File: src/color_format_converter_core_defines.svh
// Assertion macros shared by the color format converter RTL.
// Depends on nothing; files that check their own logic include it by name.
`ifndef COLOR_FORMAT_CONVERTER_CORE_DEFINES_SVH
`define COLOR_FORMAT_CONVERTER_CORE_DEFINES_SVH

`ifndef SYNTH
// Same-cycle implication, reset masks the check
`define CFC_ASSERT_IMP(label, clk, rst_n, ante, cons) \
    label: assert property (@(posedge clk) disable iff (!rst_n) (ante) |-> (cons)) \
        else $error("cfc check failed: same-cycle implication");
// Next-cycle implication, reset masks the check
`define CFC_ASSERT_NEXT(label, clk, rst_n, ante, cons) \
    label: assert property (@(posedge clk) disable iff (!rst_n) (ante) |=> (cons)) \
        else $error("cfc check failed: next-cycle implication");
`else
`define CFC_ASSERT_IMP(label, clk, rst_n, ante, cons)
`define CFC_ASSERT_NEXT(label, clk, rst_n, ante, cons)
`endif

`endif

File: src/cfc_pkg.sv
// Shared types, codes, palette and helpers of the color format converter.
// Depends on nothing; the interfaces, the divider lane and the top level import it.
package cfc_pkg;

    localparam int CHAN_W      = 8;
    localparam int NUM_W       = 2 * CHAN_W;
    localparam int DIV_STAGES  = CHAN_W;
    localparam int PIPE_STAGES = DIV_STAGES + 2;
    localparam int PAL_SIZE    = 9;

    localparam logic [CHAN_W-1:0] FULL_SCALE = 8'd255;

    // Target format codes
    localparam logic [1:0] CMD_RGB  = 2'd0;
    localparam logic [1:0] CMD_RGBA = 2'd1;
    localparam logic [1:0] CMD_CMYK = 2'd2;

    // Source type codes
    localparam logic [2:0] KIND_RGB     = 3'd0;
    localparam logic [2:0] KIND_RGBA    = 3'd1;
    localparam logic [2:0] KIND_CMYK    = 3'd2;
    localparam logic [2:0] KIND_BUILTIN = 3'd3;
    localparam logic [2:0] KIND_SYSTEM  = 3'd4;
    localparam logic [2:0] KIND_STYLE   = 3'd5;

    // Status codes
    localparam logic [1:0] ST_OK        = 2'd0;
    localparam logic [1:0] ST_UNCONV    = 2'd1;
    localparam logic [1:0] ST_BAD_KIND  = 2'd2;
    localparam logic [1:0] ST_BAD_INDEX = 2'd3;

    // What the back end of the pipe does with an item
    typedef enum logic [1:0] {
        OP_PASS,
        OP_TO_RGB,
        OP_TO_CMYK
    } op_t;

    // Decode stage contents
    typedef struct packed {
        op_t              op;
        logic [1:0]       status;
        logic [CHAN_W-1:0] ch_a;
        logic [CHAN_W-1:0] ch_b;
        logic [CHAN_W-1:0] ch_c;
        logic [CHAN_W-1:0] d;
        logic [CHAN_W-1:0] opnd;
    } s0_t;

    // Numerator stage contents
    typedef struct packed {
        op_t              op;
        logic [1:0]       status;
        logic [CHAN_W-1:0] d;
        logic [NUM_W-1:0]  num_a;
        logic [NUM_W-1:0]  num_b;
        logic [NUM_W-1:0]  num_c;
        logic [CHAN_W-1:0] den;
    } s1_t;

    // Sideband that rides beside the divider lanes
    typedef struct packed {
        op_t              op;
        logic [1:0]       status;
        logic [CHAN_W-1:0] val_a;
        logic [CHAN_W-1:0] val_b;
        logic [CHAN_W-1:0] val_c;
        logic [CHAN_W-1:0] d;
    } side_t;

    // Builtin palette, red in the top byte
    function automatic logic [3*CHAN_W-1:0] palette_rgb(input logic [3:0] idx);
        logic [3*CHAN_W-1:0] rgb;
        case (idx)
            4'd0:    rgb = {8'd255, 8'd255, 8'd255};
            4'd1:    rgb = {8'd255, 8'd0,   8'd0};
            4'd2:    rgb = {8'd255, 8'd165, 8'd0};
            4'd3:    rgb = {8'd255, 8'd255, 8'd0};
            4'd4:    rgb = {8'd0,   8'd128, 8'd0};
            4'd5:    rgb = {8'd0,   8'd255, 8'd255};
            4'd6:    rgb = {8'd0,   8'd0,   8'd255};
            4'd7:    rgb = {8'd128, 8'd0,   8'd128};
            default: rgb = '0;
        endcase
        return rgb;
    endfunction

    // Exact floor(x / 255) for x below 65280
    function automatic logic [CHAN_W-1:0] div255(input logic [NUM_W-1:0] x);
        logic [NUM_W:0] t;
        t = {1'b0, x} + {{(CHAN_W+1){1'b0}}, x[NUM_W-1:CHAN_W]} + {{NUM_W{1'b0}}, 1'b1};
        return t[NUM_W-1:CHAN_W];
    endfunction

endpackage

File: src/cfc_div_lane.sv
// Pipelined restoring divider, one quotient bit per stage, for one ink lane.
// Depends on cfc_pkg; stage enables come from the top level's flow control.
module cfc_div_lane
    import cfc_pkg::*;
(
    input  logic                  clk,
    input  logic [DIV_STAGES-1:0] en,
    input  logic [NUM_W-1:0]      num,
    input  logic [CHAN_W-1:0]     den,
    output logic [CHAN_W-1:0]     quo
);

    logic [NUM_W-1:0]  rem_reg [DIV_STAGES];
    logic [CHAN_W-1:0] den_reg [DIV_STAGES];
    logic [CHAN_W-1:0] quo_reg [DIV_STAGES];

    genvar k;
    generate
        for (k = 0; k < DIV_STAGES; k++)
        begin : g_stage
            logic [NUM_W-1:0]  rem_in;
            logic [CHAN_W-1:0] den_in;
            logic [CHAN_W-1:0] quo_in;
            logic [NUM_W-1:0]  sub;
            logic              fit;
            logic [NUM_W-1:0]  rem_next;
            logic [CHAN_W-1:0] quo_next;

            // Take the previous stage, or the lane input at the head
            if (k == 0)
            begin : g_head
                assign rem_in = num;
                assign den_in = den;
                assign quo_in = '0;
            end
            else
            begin : g_body
                assign rem_in = rem_reg[k-1];
                assign den_in = den_reg[k-1];
                assign quo_in = quo_reg[k-1];
            end

            // Try to subtract the shifted divisor for this quotient bit
            assign sub = {{CHAN_W{1'b0}}, den_in} << (DIV_STAGES - 1 - k);
            assign fit = rem_in >= sub;

            always_comb
            begin
                rem_next = fit ? (rem_in - sub) : rem_in;
                quo_next = quo_in;
                quo_next[DIV_STAGES-1-k] = fit;
            end

            // Advance when the stage enable allows
            always_ff @(posedge clk)
            begin
                if (en[k])
                begin
                    rem_reg[k] <= rem_next;
                    den_reg[k] <= den_in;
                    quo_reg[k] <= quo_next;
                end
            end
        end
    endgenerate

    assign quo = quo_reg[DIV_STAGES-1];

endmodule

File: config.mk
export PLATFORM = sky130hd
export DESIGN_NAME = cfc_div_lane
export DESIGN_NICKNAME = d
export VERILOG_FILES = /design/src/color_format_converter_core_defines.svh /design/src/cfc_pkg.sv /design/src/cfc_div_lane.sv
export SDC_FILE = /design/constraint.sdc
export NUM_CORES = 1
export LEC_CHECK = 0
export BUFFER_PORTS_ARGS = -buffer_cell sky130_fd_sc_hd__buf_2
export CAP_MARGIN = 20
export CORE_MARGIN = 2
export CORE_UTILIZATION = 30
export CTS_CLUSTER_DIAMETER = 40
export DETAILED_ROUTE_END_ITERATION = 6
export PLACE_DENSITY = 0.45
export SLEW_MARGIN = 40
export SYNTH_ARGS = -nofsm -noshare
export SYNTH_HDL_FRONTEND = slang
export SYNTH_SLANG_ARGS = --single-unit
File: constraint.sdc
create_clock -name clk -period 2.9 [get_ports clk]
set_input_delay 0.145 -clock clk [delete_from_list [all_inputs] [get_ports clk]]
set_output_delay 0.145 -clock clk [all_outputs]
set_load 0.01 [all_outputs]
==> flow_summary.ini <==
[route]
drc_errors = 0
detail_route.iter0.violations = 312
antenna_violating_nets_post_route = 0
drt-wirelength-per-cell_um = 14.65
drt_pre_antenna_iters = 4
vias_per_cell = 4.579
vias = 6497
routed_wl_um = 20790

[placed_design]
placement.setup.worst_slack_ns = 0.1434
place.detailed.hpwl_um = 15690
dpl-instance-area_um2 = 11170
gpl.final_weighted_congestion = 0.8029
port-buffer-count = 40

[logic_synthesis]
simple_gate_portion_of_the_synthesized_area_pct = 9.793
synth.mux.area_fraction_pct = 2.017
number_of_synthesized_flops_with_an_enable_pin = 204
synthDominantAreaCellType = sky130_fd_sc_hd__edfxtp_1
synth_cells = 832
ys_ff_latch = 204
synth_cell_type_count = 61
syn_area_um2 = 10300
synthArstFlopShare_pct = 0
mean_area_per_synthesized_cell_um2 = 12.38
synthesis.yosys.warnings = 0
yosys_most_used_dff = sky130_fd_sc_hd__edfxtp_1
ys_seq_area_share_pct = 59.49
compound_gate_fraction_of_synth_area_pct = 11.86
synth_fp_nets = 936
yosys.area_share.adder_pct = 9.137
netlist.area_leader.share_pct = 59.49
synth_xor_xnor_area_share_pct = 4.168
synth_top_family_by_area = compound AO/OA/AOI/OAI gates
ys_top_cells_by_area = sky130_fd_sc_hd__edfxtp_1, sky130_fd_sc_hd__ha_1, sky130_fd_sc_hd__inv_1, sky130_fd_sc_hd__o21ai_0, sky130_fd_sc_hd__a21oi_1

[hold_path]
hold_depth = 1
worst_hold_path_class = in2reg
hold_path.startpoint = en[0]
min_to = rem_reg[0][14]

[sta]
setup_total_negative_slack_ns = 0
min_tclk_post_route_ns = 2.750
slew_viol_final = 0
timing.final.ws_setup_ns = 0.1500
post-route-period-util_pct = 94.83
skew_ns = 0.02360
slew_headroom_pct = 52.36
hold_violations = 0
timing_worst_slew_pin_value_ns = 0.7146
fmax_ghz = 0.3636
rsz_0062_raised_after_global_routing = no
setup_viol = 0

[run]
drv_cap = 0

[global_route]
first_global_vias = 6723
grt_start_max_net_pins = 32
groute.usage.overall_pct = 12.15
grt_pass1_wl_um = 34420
globalRoute.totalOverflow = 0
antenna_found_initial = 0

[finish]
finalNetCount = 1046
post_route_cell_area_um2 = 12680
largest_reg_flops = 112
post_route_cells_drive_above_1_share_pct = 14.83
n_antenna_cell = 0
synthToLayoutAreaGrowth_pct = 23.10

[cts]
total_cts_buffers = 37
max-clock-path-buffers = 3
clkLatencyLatePin_ns = 0.53
tritoncts_clock_tree = done
cts.root.buffer_cell = sky130_fd_sc_hd__clkbuf_16
cts.sink_count = 204
cts-htree-levels = 2
clock_pin_slew_on_the_worst_setup_and_hold_paths_ns = 0.05

[die]
chipWidth_um = 189.3
core_um2 = 33700
core.rowCount = 67
dieHeight_um = 189.3
initial_utilization_pct = 30.56
die_outline_area_um2 = 35820
num_io_pins = 41

[worst_setup_path]
required_ns = 3.15
worstSetupPathType = reg2reg
critical_path.startpoint_type = register
worst_r2r_path_depth = 7
timing.critical_path.to_type = register
worst_path_buffer_plus_inverter_count = 1
worst_path_largest_cell_delay_ns = 0.54
crit_slowest_cell = sky130_fd_sc_hd__or4_1
crit_path_cell_trace = ha_1 -> or4b_1 -> or4_1 -> and4b_4 -> nand2_1 -> buf_12 -> mux2_2
r2r_start = rem_reg[5][8]
worst_path_dominant_cell_family = simple AND/OR/NAND/NOR gates
critical_path_arrival_ns = 3.00
reg2reg_slack_ns = 0.15
regToRegEndpoint = rem_reg[6][2]
worst_setup_path_startpoint = rem_reg[5][8]
cp_max_fo = 16

[power]
vdd_drop_max_mv = 0.4311
p_per_area_nw_per_um2 = 883.7
p_total_uw = 11200
power.static_leakage_uw = 0.004930

[status]
run_status = completed
-- cells in the mapped netlist, drive strengths merged, types with 3 or more instances --
cell / n
mux2: 14
nor2: 62
nand4: 3
o211ai: 3
nor4b: 3
edfxtp: 204
a21oi: 49
xnor2: 26
inv: 84
xor2: 23
ha: 64
fa: 7
nand4b: 4
nor3: 11
o21a: 11
nor2b: 11
and3: 3
a2111oi: 4
or3: 6
clkbuf: 11
nand2: 56
a21boi: 5
o21ai: 51
a31oi: 5
mux2i: 5
nand2b: 15
nor4: 7
a211o: 3
nand3: 10
a21o: 19
o31ai: 8
a31o: 4
a211oi: 9
-- routing by layer --
layer  GRT usage, %  wire [um]  vias up
met2          22.89      11010       94
met3          2.892        793       44
met5              0          0        -
met1          12.93       8337     3055
met4          5.009        650        0
li1               -          -     3304
-- what timing repair did --
action | in CTS | in global routing
resized for setup | 0 | 2
setup endpoints to repair | 0 | 1
buffers inserted | 0 | 0
endpoints found under the hold margin | 32 | 0
hold buffers | 25 | 0
-- power by group --
| part | switching, uW | internal (uW) | total, uW |
|---|---|---|---|
| combinational | 1400 | 1200 | 2600 |
| clock | 1490 | 2810 | 4300 |
| sequential | 336 | 3970 | 4310 |
| total | 3220 | 7980 | 11200 |
-- area by class of cell --
| cell class | count | area, um^2 |
|---|---|---|
| tap | 448 | 560.5 |
| fill | 3292 | 21020 |
| sequential | 204 | 6126 |
| inverter | 84 | 315.3 |
| timing repair buffer | 83 | 610.6 |
| clock buffer | 40 | 937.1 |
| multi-input combinational | 532 | 3809 |
| clock inverter | 28 | 317.8 |
-- worst max path at each step --
stage	slack (ns)	endpoint	depth (start not counted)
2_1_floorplan	0.23	rem_reg[6][11]	7
3_3_place_gp	0.14	rem_reg[5][11]	8
3_5_place_dp	0.14	rem_reg[6][15]	7
4_1_cts	0.13	rem_reg[5][11]	8
5_1_grt	0.02	rem_reg[4][14]	8
6_report	0.15	rem_reg[6][2]	7
-- kinds of logic after synthesis --
family,Yosys count
AO/OA/AOI/OAI,189
XOR/XNOR,49
adder cells (fa/ha/maj),71
buffers and inverters,96
flip-flops,204
multiplexers,19
AND/OR/NAND/NOR,204
-- worst reg2reg max path, delay by kind of cell, from the launching register on --
| family | cells | cell delay, ns |
|---|---|---|
| buf+inv | 1 | 0.15 |
| mux | 1 | 0.33 |
| fa+ha+maj | 1 | 0.30 |
| flops | 1 | 0.38 |
| simple gates | 4 | 1.33 |
-- layout by cell type (no fill, tap or decap), types with 7 or more instances in the layout --
master	instances
sky130_fd_sc_hd__nand3_1	10
sky130_fd_sc_hd__dlygate4sd3_1	25
sky130_fd_sc_hd__a21o_1	19
sky130_fd_sc_hd__ha_1	64
sky130_fd_sc_hd__xnor2_1	26
sky130_fd_sc_hd__inv_1	84
sky130_fd_sc_hd__nor3_1	11
sky130_fd_sc_hd__nor2b_1	11
sky130_fd_sc_hd__buf_2	40
sky130_fd_sc_hd__nand2_1	56
sky130_fd_sc_hd__mux2_2	14
sky130_fd_sc_hd__buf_4	16
sky130_fd_sc_hd__o31ai_1	8
sky130_fd_sc_hd__clkbuf_16	37
sky130_fd_sc_hd__nand2b_1	15
sky130_fd_sc_hd__xor2_1	23
sky130_fd_sc_hd__o21ai_0	49
sky130_fd_sc_hd__edfxtp_1	204
sky130_fd_sc_hd__a211oi_1	8
sky130_fd_sc_hd__nor2_1	62
sky130_fd_sc_hd__fa_1	7
sky130_fd_sc_hd__clkinv_2	8
sky130_fd_sc_hd__a21oi_1	49
sky130_fd_sc_hd__o21a_1	11
-- through the flow --
| step | hold WS [ns] | utilization (%) | instances |
|---|---|---|---|
| after global placement | 0.3402 | 33.14 | 1326 |
| after CTS | 0.1603 | 37.61 | 1419 |
| after detailed placement | 0.3392 | 33.14 | 1326 |
| after floorplan | 0.2439 | - | 832 |
| final | 0.1597 | 37.61 | 1419 |
| after global routing | 0.1685 | 37.61 | 1419 |
Power figures use the tool's default switching activity.
